`config.mk`:
```
export PLATFORM = sky130hd
export DESIGN_NAME = bucket_name_validator_flat
export DESIGN_NICKNAME = d
export VERILOG_FILES = /design/src/hdl/bnv_pkg.sv /design/src/hdl/bnv_if.sv /design/src/hdl/bucket_name_validator.sv /design/src/flat_wrapper.sv
export SDC_FILE = /design/constraint.sdc
export NUM_CORES = 1
export LEC_CHECK = 0
export ABC_CLOCK_PERIOD_IN_PS = 4350
export BUFFER_PORTS_ARGS = -buffer_cell sky130_fd_sc_hd__buf_2
export CAP_MARGIN = 30
export CORE_MARGIN = 4
export CORE_UTILIZATION = 39
export DETAILED_ROUTE_END_ITERATION = 10
export PLACE_DENSITY = 0.56
export SKIP_LAST_GASP = 1
export SYNTH_ARGS = -nofsm -noshare
export SYNTH_HDL_FRONTEND = slang
export SYNTH_SLANG_ARGS = --single-unit
```
`constraint.sdc`:
```
create_clock -name clk_i -period 4.35 [get_ports clk_i]
set_clock_uncertainty 0.15 [all_clocks]
set_input_delay 0.87 -clock clk_i [delete_from_list [all_inputs] [get_ports clk_i]]
set_output_delay 0.87 -clock clk_i [all_outputs]
set_load 0.05 [all_outputs]
```
`src/hdl/bnv_pkg.sv`:
```
// ----------------------------------------------------------------------------
// bnv_pkg
// Shared types and constants for the bucket name validator.
// ----------------------------------------------------------------------------
package bnv_pkg;

  // Name length limits; the counter saturates one past the maximum
  localparam int unsigned MinNameLen = 3;
  localparam int unsigned MaxNameLen = 63;
  localparam int unsigned LenCap     = 64;
  localparam int unsigned LenW       = $clog2(LenCap + 1);

  // Characters of interest
  localparam logic [7:0] ChSpace  = 8'h20;
  localparam logic [7:0] ChDot    = 8'h2E;
  localparam logic [7:0] ChHyphen = 8'h2D;
  localparam logic [7:0] ChUscore = 8'h5F;
  localparam logic [7:0] ChColon  = 8'h3A;
  localparam logic [7:0] ChZero   = 8'h30;
  localparam logic [7:0] ChNine   = 8'h39;
  localparam logic [7:0] ChLowA   = 8'h61;
  localparam logic [7:0] ChLowZ   = 8'h7A;
  localparam logic [7:0] ChUpA    = 8'h41;
  localparam logic [7:0] ChUpZ    = 8'h5A;

  // Result codes, in priority order
  typedef enum logic [2:0] {
    StOk         = 3'd0,
    StBlank      = 3'd1,
    StTooShort   = 3'd2,
    StTooLong    = 3'd3,
    StIpAddress  = 3'd4,
    StBadPair    = 3'd5,
    StNotStrict  = 3'd6,
    StNotRelaxed = 3'd7
  } status_e;

  // Class of the previous byte, for the forbidden pair check
  typedef enum logic [1:0] {
    ClsDot    = 2'd0,
    ClsHyphen = 2'd1,
    ClsOther  = 2'd2
  } class_e;

endpackage

```
`src/hdl/bnv_if.sv`:
```
// ----------------------------------------------------------------------------
// bnv_if
// Valid/ready channels of the bucket name validator: name bytes, status
// results and the mode register write port.
// ----------------------------------------------------------------------------

// Name byte channel
interface bnv_in_if;
  logic       valid;
  logic       ready;
  logic [7:0] name_char;
  logic       is_last;

  modport source (output valid, output name_char, output is_last, input ready);
  modport sink   (input valid, input name_char, input is_last, output ready);
endinterface

// Status result channel
interface bnv_out_if;
  logic                  valid;
  logic                  ready;
  bnv_pkg::status_e      status;

  modport source (output valid, output status, input ready);
  modport sink   (input valid, input status, output ready);
endinterface

// Mode register write channel
interface bnv_cfg_if;
  logic valid;
  logic ready;
  logic strict_mode;

  modport source (output valid, output strict_mode, input ready);
  modport sink   (input valid, input strict_mode, output ready);
endinterface

```
`src/hdl/bucket_name_validator.sv`:
```
// ----------------------------------------------------------------------------
// bucket_name_validator
// Checks a bucket name streamed one byte per transfer and reports one
// status code on the last byte.
// ----------------------------------------------------------------------------
//
// Channel   Dir  Payload                 Transfer
// name_i    in   name_char[7:0], is_last  valid && ready
// status_o  out  status[2:0]             valid && ready, one per name
// cfg_i     in   strict_mode             valid && ready, ready always high
//
// One byte per cycle sustained, except that a last byte waits in the input
// register while the result is stalled. When a last byte leaves the input
// register, its status appears in the result register in the next cycle.
// Reset clears all name state and sets strict mode. A stalled result holds
// only a last byte in the input register; other bytes keep flowing.
// ----------------------------------------------------------------------------
module bucket_name_validator (
  input  logic       clk_i,
  input  logic       rst_ni,
  bnv_in_if.sink     name_i,
  bnv_out_if.source  status_o,
  bnv_cfg_if.sink    cfg_i
);

  localparam logic [bnv_pkg::LenW-1:0] LenCapV =
    bnv_pkg::LenW'(bnv_pkg::LenCap);
  localparam logic [bnv_pkg::LenW-1:0] MinLenV =
    bnv_pkg::LenW'(bnv_pkg::MinNameLen);
  localparam logic [bnv_pkg::LenW-1:0] MaxLenV =
    bnv_pkg::LenW'(bnv_pkg::MaxNameLen);

  // Mode register
  logic strict_mode_q;

  // Input register
  logic       in_valid_q;
  logic [7:0] in_char_q;
  logic       in_last_q;

  // Result register
  logic             out_valid_q;
  bnv_pkg::status_e status_q, status_d;

  // Name state
  logic [bnv_pkg::LenW-1:0] len_q, len_d;
  logic                     blank_q, blank_d;
  bnv_pkg::class_e          prev_q, prev_d;
  logic                     bad_pair_q, bad_pair_d;
  logic                     strict_ok_q, strict_ok_d;
  logic                     relaxed_ok_q, relaxed_ok_d;
  logic                     ip_q, ip_d;
  logic [1:0]               dots_q, dots_d;
  logic [1:0]               digs_q, digs_d;
  logic [7:0]               oval_q, oval_d;
  logic                     lzero_q, lzero_d;

  // Handshake
  logic advance;
  assign advance = in_valid_q && (!in_last_q || !out_valid_q || status_o.ready);
  assign name_i.ready = !in_valid_q || advance;
  assign cfg_i.ready  = 1'b1;
  assign status_o.valid  = out_valid_q;
  assign status_o.status = status_q;

  // Character classes of the held byte
  logic is_digit, is_lower, is_upper, is_dot, is_hyph;
  logic end_s, end_r, mid_s, mid_r;
  logic [3:0]  dval;
  logic [11:0] ov_next;

  always_comb begin
    is_digit = (in_char_q >= bnv_pkg::ChZero) && (in_char_q <= bnv_pkg::ChNine);
    is_lower = (in_char_q >= bnv_pkg::ChLowA) && (in_char_q <= bnv_pkg::ChLowZ);
    is_upper = (in_char_q >= bnv_pkg::ChUpA) && (in_char_q <= bnv_pkg::ChUpZ);
    is_dot   = (in_char_q == bnv_pkg::ChDot);
    is_hyph  = (in_char_q == bnv_pkg::ChHyphen);
    end_s    = is_lower || is_digit;
    end_r    = end_s || is_upper;
    mid_s    = end_s || is_dot || is_hyph;
    mid_r    = end_r || is_dot || is_hyph || (in_char_q == bnv_pkg::ChUscore) ||
               (in_char_q == bnv_pkg::ChColon);
    dval     = 4'(in_char_q - bnv_pkg::ChZero);
    // octet * 10 + digit
    ov_next  = {1'b0, oval_q, 3'b000} + {3'b000, oval_q, 1'b0} + {8'h00, dval};
  end

  // Next name state for the held byte
  always_comb begin
    // pattern flags: end rule on first and last byte
    if ((len_q == '0) || in_last_q) begin
      strict_ok_d  = strict_ok_q && end_s;
      relaxed_ok_d = relaxed_ok_q && end_r;
    end else begin
      strict_ok_d  = strict_ok_q && mid_s;
      relaxed_ok_d = relaxed_ok_q && mid_r;
    end

    // dotted-quad tracker
    ip_d    = ip_q;
    dots_d  = dots_q;
    digs_d  = digs_q;
    oval_d  = oval_q;
    lzero_d = lzero_q;
    if (ip_q) begin
      if (is_digit) begin
        if ((digs_q == 2'd3) || ((digs_q != 2'd0) && lzero_q)) begin
          ip_d = 1'b0;
        end else if (ov_next > 12'd255) begin
          ip_d = 1'b0;
        end else begin
          if (digs_q == 2'd0) begin
            lzero_d = (dval == 4'd0);
          end
          oval_d = ov_next[7:0];
          digs_d = digs_q + 2'd1;
        end
      end else if (is_dot) begin
        if ((digs_q == 2'd0) || (dots_q == 2'd3)) begin
          ip_d = 1'b0;
        end else begin
          dots_d  = dots_q + 2'd1;
          digs_d  = 2'd0;
          oval_d  = 8'h00;
          lzero_d = 1'b0;
        end
      end else begin
        ip_d = 1'b0;
      end
    end

    // forbidden pairs
    bad_pair_d = bad_pair_q ||
                 ((prev_q == bnv_pkg::ClsDot) && (is_dot || is_hyph)) ||
                 ((prev_q == bnv_pkg::ClsHyphen) && is_dot);
    prev_d = is_dot ? bnv_pkg::ClsDot : (is_hyph ? bnv_pkg::ClsHyphen : bnv_pkg::ClsOther);

    blank_d = blank_q && (in_char_q == bnv_pkg::ChSpace);
    len_d   = (len_q < LenCapV) ? len_q + 1'b1 : len_q;
  end

  // Status in priority order
  always_comb begin
    if (blank_d) begin
      status_d = bnv_pkg::StBlank;
    end else if (len_d < MinLenV) begin
      status_d = bnv_pkg::StTooShort;
    end else if (len_d > MaxLenV) begin
      status_d = bnv_pkg::StTooLong;
    end else if (ip_d && (dots_d == 2'd3) && (digs_d != 2'd0)) begin
      status_d = bnv_pkg::StIpAddress;
    end else if (bad_pair_d) begin
      status_d = bnv_pkg::StBadPair;
    end else if (strict_mode_q) begin
      status_d = strict_ok_d ? bnv_pkg::StOk : bnv_pkg::StNotStrict;
    end else begin
      status_d = relaxed_ok_d ? bnv_pkg::StOk : bnv_pkg::StNotRelaxed;
    end
  end

  // Control and name state
  always_ff @(posedge clk_i or negedge rst_ni) begin
    if (!rst_ni) begin
      strict_mode_q <= 1'b1;
      in_valid_q    <= 1'b0;
      out_valid_q   <= 1'b0;
      len_q         <= '0;
      blank_q       <= 1'b1;
      prev_q        <= bnv_pkg::ClsOther;
      bad_pair_q    <= 1'b0;
      strict_ok_q   <= 1'b1;
      relaxed_ok_q  <= 1'b1;
      ip_q          <= 1'b1;
      dots_q        <= 2'd0;
      digs_q        <= 2'd0;
      oval_q        <= 8'h00;
      lzero_q       <= 1'b0;
    end else begin
      if (cfg_i.valid) begin
        strict_mode_q <= cfg_i.strict_mode;
      end
      if (name_i.ready) begin
        in_valid_q <= name_i.valid;
      end
      if (advance && in_last_q) begin
        out_valid_q <= 1'b1;
      end else if (status_o.ready) begin
        out_valid_q <= 1'b0;
      end
      if (advance) begin
        if (in_last_q) begin
          // name done: back to the empty-name state
          len_q        <= '0;
          blank_q      <= 1'b1;
          prev_q       <= bnv_pkg::ClsOther;
          bad_pair_q   <= 1'b0;
          strict_ok_q  <= 1'b1;
          relaxed_ok_q <= 1'b1;
          ip_q         <= 1'b1;
          dots_q       <= 2'd0;
          digs_q       <= 2'd0;
          oval_q       <= 8'h00;
          lzero_q      <= 1'b0;
        end else begin
          len_q        <= len_d;
          blank_q      <= blank_d;
          prev_q       <= prev_d;
          bad_pair_q   <= bad_pair_d;
          strict_ok_q  <= strict_ok_d;
          relaxed_ok_q <= relaxed_ok_d;
          ip_q         <= ip_d;
          dots_q       <= dots_d;
          digs_q       <= digs_d;
          oval_q       <= oval_d;
          lzero_q      <= lzero_d;
        end
      end
    end
  end

  // Payload registers
  always_ff @(posedge clk_i) begin
    if (name_i.valid && name_i.ready) begin
      in_char_q <= name_i.name_char;
      in_last_q <= name_i.is_last;
    end
    if (advance && in_last_q) begin
      status_q <= status_d;
    end
  end

  // Checks
  a_len_cap: assert property (@(posedge clk_i) disable iff (!rst_ni)
    len_q <= LenCapV)
    else $error("name length above cap");

  a_clear_after_last: assert property (@(posedge clk_i) disable iff (!rst_ni)
    (advance && in_last_q) |=> (len_q == '0) && blank_q && ip_q && out_valid_q)
    else $error("state not cleared or result missing after last byte");

  a_stall_only_on_last: assert property (@(posedge clk_i) disable iff (!rst_ni)
    !name_i.ready |-> (in_valid_q && in_last_q && out_valid_q && !status_o.ready))
    else $error("input stalled without a blocked result");

  a_octet_empty: assert property (@(posedge clk_i) disable iff (!rst_ni)
    (ip_q && (digs_q == 2'd0)) |-> (oval_q == 8'h00) && !lzero_q)
    else $error("octet value left over at octet start");

endmodule
```
`src/flat_wrapper.sv`:
```
// flat-port wrapper written by rule: the top's interface ports become plain ports
module bucket_name_validator_flat 
  (clk_i, rst_ni, name_i_valid, name_i_name_char, name_i_is_last, name_i_ready, status_o_valid, status_o_status, status_o_ready, cfg_i_valid, cfg_i_strict_mode, cfg_i_ready);
  bnv_in_if name_i_i ();
  bnv_out_if status_o_i ();
  bnv_cfg_if cfg_i_i ();
  input  logic clk_i;
  input  logic rst_ni;
  input wire logic [$bits(name_i_i.valid)-1:0] name_i_valid;
  input wire logic [$bits(name_i_i.name_char)-1:0] name_i_name_char;
  input wire logic [$bits(name_i_i.is_last)-1:0] name_i_is_last;
  output wire logic [$bits(name_i_i.ready)-1:0] name_i_ready;
  output wire logic [$bits(status_o_i.valid)-1:0] status_o_valid;
  output wire logic [$bits(status_o_i.status)-1:0] status_o_status;
  input wire logic [$bits(status_o_i.ready)-1:0] status_o_ready;
  input wire logic [$bits(cfg_i_i.valid)-1:0] cfg_i_valid;
  input wire logic [$bits(cfg_i_i.strict_mode)-1:0] cfg_i_strict_mode;
  output wire logic [$bits(cfg_i_i.ready)-1:0] cfg_i_ready;
  assign name_i_i.valid = name_i_valid;
  assign name_i_i.name_char = name_i_name_char;
  assign name_i_i.is_last = name_i_is_last;
  assign name_i_ready = name_i_i.ready;
  assign status_o_valid = status_o_i.valid;
  assign status_o_status = status_o_i.status;
  assign status_o_i.ready = status_o_ready;
  assign cfg_i_i.valid = cfg_i_valid;
  assign cfg_i_i.strict_mode = cfg_i_strict_mode;
  assign cfg_i_ready = cfg_i_i.ready;
  bucket_name_validator u_core (.clk_i(clk_i), .rst_ni(rst_ni), .name_i(name_i_i), .status_o(status_o_i), .cfg_i(cfg_i_i));
endmodule
```
==> results of run 1 <==
==> kinds of logic after synthesis <==
kind of cell / after synthesis
simple gates: 119
mux: 4
buf+inv: 30
xor+xnor: 3
fa+ha+maj: 22
flops: 42
other cells: 1
compound gates: 84
==> through the flow <==
step | utilization | setup WS [ns] | cell area [µm²]
2_1_floorplan | - | 0.980 | 2850
3_3_place_gp | 0.434 | 0.803 | 3020
3_5_place_dp | 0.434 | 0.715 | 3020
4_1_cts | 0.446 | 0.673 | 3100
5_1_grt | 0.446 | 0.371 | 3100
6_report | 0.446 | 0.663 | 3100
==> state kept, by name, indices dropped and copies added, names as in the netlist <==
signal	count
u_core.len_q	7
u_core.dots_q	2
u_core.relaxed_ok_q	1
u_core.oval_q	8
u_core.lzero_q	1
u_core.bad_pair_q	1
u_core.status_o.status	3
u_core.in_valid_q	1
u_core.in_last_q	1
u_core.status_o.valid	1
u_core.ip_q	1
u_core.in_char_q	8
u_core.strict_ok_q	1
u_core.blank_q	1
u_core.prev_q	2
u_core.digs_q	2
u_core.strict_mode_q	1
==> cells in the final DEF, fill, tap and decap left out, types with 6 or more instances in the layout <==
master,n
o21ai_0,15
buf_2,19
nand2_1,32
dfrtp_1,24
dfstp_2,6
ha_1,20
nor2_1,20
nor3_1,7
o21ai_1,8
a21oi_1,20
inv_1,17
edfxtp_1,12
nand3_1,17
==> path summary, 6_finish.rpt <==
path,endpoint,start
hold reg to reg,u_core.prev_q[1],u_core.prev_q[1]
setup reg to reg,u_core.oval_q[5],u_core.in_char_q[3]
setup / recovery,u_core.oval_q[5],u_core.in_char_q[3]
max in group asynchronous,u_core.oval_q[2],rst_ni
hold / removal,u_core.prev_q[1],u_core.prev_q[1]
min in group asynchronous,u_core.dots_q[0],rst_ni
==> power groups by stage <==
| stage | Combinational, mW | Sequential (mW) | Clock, mW |
|---|---|---|---|
| 2_1_floorplan | 0.152 | 0.506 | 0 |
| 3_3_place_gp | 0.209 | 0.508 | 0 |
| 3_5_place_dp | 0.208 | 0.510 | 0 |
| 4_1_cts | 0.209 | 0.501 | 0.261 |
| 5_1_grt | 0.233 | 0.509 | 0.278 |
| 6_report | 0.207 | 0.502 | 0.247 |
==> critical path, delay by kind of cell (launching register included) <==
kind	cells	cell delay [ns]
adders and majority gates	2	1.00
muxes	1	0.14
buffers and inverters	1	0.10
DFF	1	0.44
AOI/OAI and AO/OA	3	0.79
and+or+nand+nor	3	0.97
==> metal layers <==
| metal | part of all wire | vias to the layer above | global-route usage |
|---|---|---|---|
| met3 | 0.037 | 4 | 0.0257 |
| met5 | 0 | - | 0 |
| li1 | - | 1161 | - |
| met1 | 0.51 | 1049 | 0.212 |
| met2 | 0.44 | 40 | 0.232 |
| met4 | 0.0090 | 0 | 0.0366 |
==> area by class of cell <==
type	instances	area [µm²]
clock buffer	7	76.3
clock inverter	1	7.51
fill	672	3840
inverter	17	63.8
multi-input combinational	233	1600
sequential	42	1120
tap	96	120
timing repair buffer	21	110
==> results.toml, run 1 <==
[yosys]
synth_top_family_by_area = "simple AND/OR/NAND/NOR gates"
avgSynthCellArea_um2 = 9.35
synthTopCellsByCount = "nand2_1, dfrtp_1, a21oi_1, ha_1, nor2_1"
synth_area_leaders = "dfrtp_1, edfxtp_1, ha_1"
syn_nets = 342
synth-simple-area-share = 0.231
synth.area.mux_share = 0.0149
netlist.area_leader.share = 0.211
synth-main-ff-cell = "dfrtp_1"
synth_compound_area_frac = 0.204
netlist_area_um2 = 2850
yosysSeqAreaShare = 0.392
synthCells = 305
ys_types = 65
synth-edff-count = 12
async_flop_share = 0.714
ys_ff_latch = 42
post-synth-top-count-cell = "nand2_1"
yosys.area.top_type = "dfrtp_1"
ys_warn_count = 0
synthXorXnorAreaFrac = 0.00921
synthAdderAreaFrac = 0.102

[detailed_routing]
postRouteAntennaNets = 0
vias = 2254
drt-pass1-iter-count = 4
drc = 0
via_per_inst = 5.41
postRouteWirelength_um = 6080
drt_iter0_drc = 90
wire_per_inst_um = 14.6

[sta]
post-route-period-util = 0.848
slew_violations = 0
worstMarginPinSlew_ns = 0.714
fmaxAchievable_ghz = 0.271
hold_viol_final = 0
timing.setup.tns_ns = 0
slew_headroom = 0.524
min_period_ns = 3.69
hold-worst-slack_ns = 0.305
rsz0062_at_grt = "no"
setup_violations = 0

[power_and_ir_drop]
power.density_nw_per_um2 = 308
switching_share = 0.323
combPwrFrac = 0.217
power.switching_mw = 0.309
clock_power_share = 0.258
seq_power_share = 0.525
vdd_drop_max_mv = 0.187
finalPower_mw = 0.956
leakage_nw = 1.31
p_int_mw = 0.647

[clocking]
hold_buffers = 0
clkLatencyLatePin_ns = 0.29
clk_pin_slew_worst_paths_ns = 0.08
cts_made_buffers = 5
cts_tree = "done"
post_cts_resized = 0
root_buffer = "clkbuf_8"
clockBufferDepth = 2
post_cts_buffers = 0
htree_levels = 2
clock_sinks = 42

[setup_path]
critPathKind = "reg -> reg"
r2r_slack_ns = 0.66
crit_path_max_incr_delay_ns = 0.53
worstPathRequired_ns = 4.39
cp_max_fo = 18
path_cells = "inv_1, fa_1, fa_1, nand2b_1, a211oi_2, mux2i_1, nor4_2, nor3b_4, o21ai_4, o41ai_2"
path_common_cell = "fa_1"
ff2ff_path_depth = 10
worst-endpoint-arrival_ns = 3.73
critPathLaunchType = "flip-flop"
cp-end-kind = "flip-flop"
critPathSlowestCell = "fa_1"

[floorplan]
die_width_um = 93.5
rows = 30
die_y_um = 93.5
start_util = 0.411
num_io_pins = 21
die_area_um2 = 8740
core_um2 = 6940

[run_status]
outcome = "completed"

[global_route]
grt_max_degree = 31
grt_pass1_vias = 2151
grt_pass1_wl_um = 10400
grt_usage = 0.148
overflow = 0
antenna_found_initial = 0

[final_layout]
instances_no_fill = 417
area_growth_pct = 8.73
antenna_cells = 0
fin_nets = 357
layout-drive-gt1-share = 0.156

[min_path]
hold_path.class = "reg -> reg"
hold_depth = 2

[placement]
dp_cells = 409
hpwl_um = 4510
gp_congestion = 0.805
portBuffers = 19

[flow_run]
drv_cap = 0
No activity file was read; power rests on OpenSTA's default activity.
==> run 2: changes to the inputs <==
--- a/config.mk
+++ b/config.mk
@@ -5,13 +5,13 @@
 export SDC_FILE = /design/constraint.sdc
 export NUM_CORES = 1
 export LEC_CHECK = 0
-export ABC_CLOCK_PERIOD_IN_PS = 4350
+export ABC_CLOCK_PERIOD_IN_PS = 3000
 export BUFFER_PORTS_ARGS = -buffer_cell sky130_fd_sc_hd__buf_2
 export CAP_MARGIN = 30
 export CORE_MARGIN = 4
 export CORE_UTILIZATION = 39
 export DETAILED_ROUTE_END_ITERATION = 10
-export PLACE_DENSITY = 0.56
+export PLACE_DENSITY = 0.58
 export SKIP_LAST_GASP = 1
 export SYNTH_ARGS = -nofsm -noshare
 export SYNTH_HDL_FRONTEND = slang
==> constraint.sdc (replaced) <==
create_clock -name clk_i -period 3 [get_ports clk_i]
set_clock_uncertainty 0.15 [all_clocks]
set_input_delay 0.6 -clock clk_i [delete_from_list [all_inputs] [get_ports clk_i]]
set_output_delay 0.6 -clock clk_i [all_outputs]
set_load 0.05 [all_outputs]
==> run 2 against run 1 <==
- the run now ends with negative setup slack left
- non-clock buffer count increased by 40
- combinational power increased by 71%
- fmax increased by 13%
- register-to-register slack got worse by 0.94 ns
- via count increased by 11%
- core utilization increased by 8.4 points
- largest cell class unchanged
- sequential cell count unchanged
- setup slack got worse by 0.94 ns
- critical endpoint is now u_core.status_o.status[2]
- hold slack got worse by 0.12 ns
==> results.toml, run 2 (synthesized netlist as in run 1, its figures left out) <==
[global_route]
grt_pass1_wl_um = 12100
overflow = 0
grt_max_degree = 31
antenna_found_initial = 0
grt_usage = 0.173
grt_pass1_vias = 2531

[setup_path]
cp-end-kind = "flip-flop"
worst-endpoint-arrival_ns = 3.28
worstPathRequired_ns = 3.00
cp_max_fo = 3
critPathLaunchType = "flip-flop"
critPathKind = "reg -> reg"

[power_and_ir_drop]
leakage_nw = 1.61
finalPower_mw = 1.56
power.density_nw_per_um2 = 422
vdd_drop_max_mv = 0.284

[placement]
pre_cts_ws_ns = -0.299
portBuffers = 19
gp_congestion = 0.822
dp_cells = 443
hpwl_um = 5190

[floorplan]
die_width_um = 93.5
num_io_pins = 21
core_um2 = 6940
rows = 30
die_y_um = 93.5
die_area_um2 = 8740
start_util = 0.411

[run_status]
outcome = "complete, but fails checks"
violations = "negative setup slack"

[clocking]
clkLatencyLatePin_ns = 0.30
hold_buffers = 0
clk_pin_slew_worst_paths_ns = 0.09
clock_sinks = 42
root_buffer = "clkbuf_8"
clockBufferDepth = 2
cts_tree = "done"
htree_levels = 2
cts_made_buffers = 5

[final_layout]
antenna_cells = 0
fin_nets = 397
area_growth_pct = 29.2
layout_common_cells = "buf_4, nand2_1, dfrtp_1, nor2_1"
instances_no_fill = 457
layout_commonest_cell = "buf_4"
layout-drive-gt1-share = 0.335
reg_top3 = "u_core.in_char_q (8), u_core.oval_q (8), u_core.len_q (7)"

[detailed_routing]
drt_iter0_drc = 109
drt-pass1-iter-count = 5
postRouteWirelength_um = 7020
postRouteAntennaNets = 0
drc = 0
via_per_inst = 5.48
wire_per_inst_um = 15.4
vias = 2505

[sta]
min_period_ns = 3.27
timing.setup.tns_ns = -3.09
slew_headroom = 0.529
hold_viol_final = 0
fmaxAchievable_ghz = 0.305
timing.final.ws_setup_ns = -0.274
worstMarginPinSlew_ns = 0.707
slew_violations = 0
post-route-period-util = 1.09
setup_violations = 15
rsz0062_at_grt = "yes"

[flow_run]
drv_cap = 0

[min_path]
hold_path.class = "in -> async"
-- run 2: changes by cell type in the layout (fill, tap and decap cells not counted), moves of 3 or more --
cell     change
o31ai_1      -3
ha_4         +3
nand3_1     -11
buf_6        +3
ha_1         -3
inv_2        +4
nand3_2      +9
buf_4       +35
inv_1        -4
-- run 2: per-layer routing --
| metal | track usage | vias to the layer above | share of wire |
|---|---|---|---|
| met5 | 0 | - | 0 |
| met4 | 0.0525 | 0 | 0.013 |
| met3 | 0.0201 | 10 | 0.040 |
| met2 | 0.285 | 59 | 0.47 |
| met1 | 0.237 | 1194 | 0.48 |
| li1 | - | 1242 | - |
-- run 2: worst max-delay path: stages, from the launching register on --
cell and delay, ns:
edfxtp_1 0.41, inv_2 0.09, fa_1 0.46, fa_2 0.37, nand2b_4 0.17, a211oi_4 0.24
mux2i_2 0.12, nor4_2 0.30, nor3b_4 0.34, o21ai_2 0.11, or2_1 0.24, a31oi_1 0.13
-- run 2: area by class of cell --
cell class / instances / area, µm²
clock buffer: 7 / 86.3
multi-input combinational: 233 / 1810
inverter: 17 / 63.8
tap: 96 / 120
fill: 636 / 3260
sequential: 42 / 1120
timing repair buffer: 61 / 452
clock inverter: 1 / 30.0
-- run 2: report_power, final --
group	internal (mW)	leakage [nW]	total [mW]	switching, mW
Clock	0.272	0.0585	0.473	0.202
Combinational	0.143	1.05	0.355	0.212
Sequential	0.660	0.502	0.728	0.0681
-- run 2: worst paths after layout --
kind                                     start                         to  slack (ns)  depth (start not counted)
min in group clk_i            u_core.prev_q[1]           u_core.prev_q[1]        0.32                          2
setup reg to reg           u_core.in_char_q[3]  u_core.status_o.status[2]       -0.27                         11
hold / removal                          rst_ni           u_core.dots_q[0]        0.19                          1
hold reg to reg               u_core.prev_q[1]           u_core.prev_q[1]        0.32                          2
max in group asynchronous               rst_ni           u_core.prev_q[0]        2.05                          1
setup / recovery           u_core.in_char_q[3]  u_core.status_o.status[2]       -0.27                         11
-- run 2: per-stage QoR --
stage,util,area (µm²),hold slack [ns]
finish,0.530,3680,0.188
detailed placement,0.480,3330,0.306
floorplan,-,2910,0.154
CTS,0.516,3580,0.220
global route,0.530,3680,0.252
global placement,0.480,3330,0.298
-- run 2: what timing repair did --
action / in CTS / in global routing
setup endpoints to repair: 15 / 15
pin swaps: 18 / 7
gates resized for setup: 18 / 15
buffers inserted: 4 / 2
cloned: 1 / 0
endpoints found under the hold margin: 0 / 0
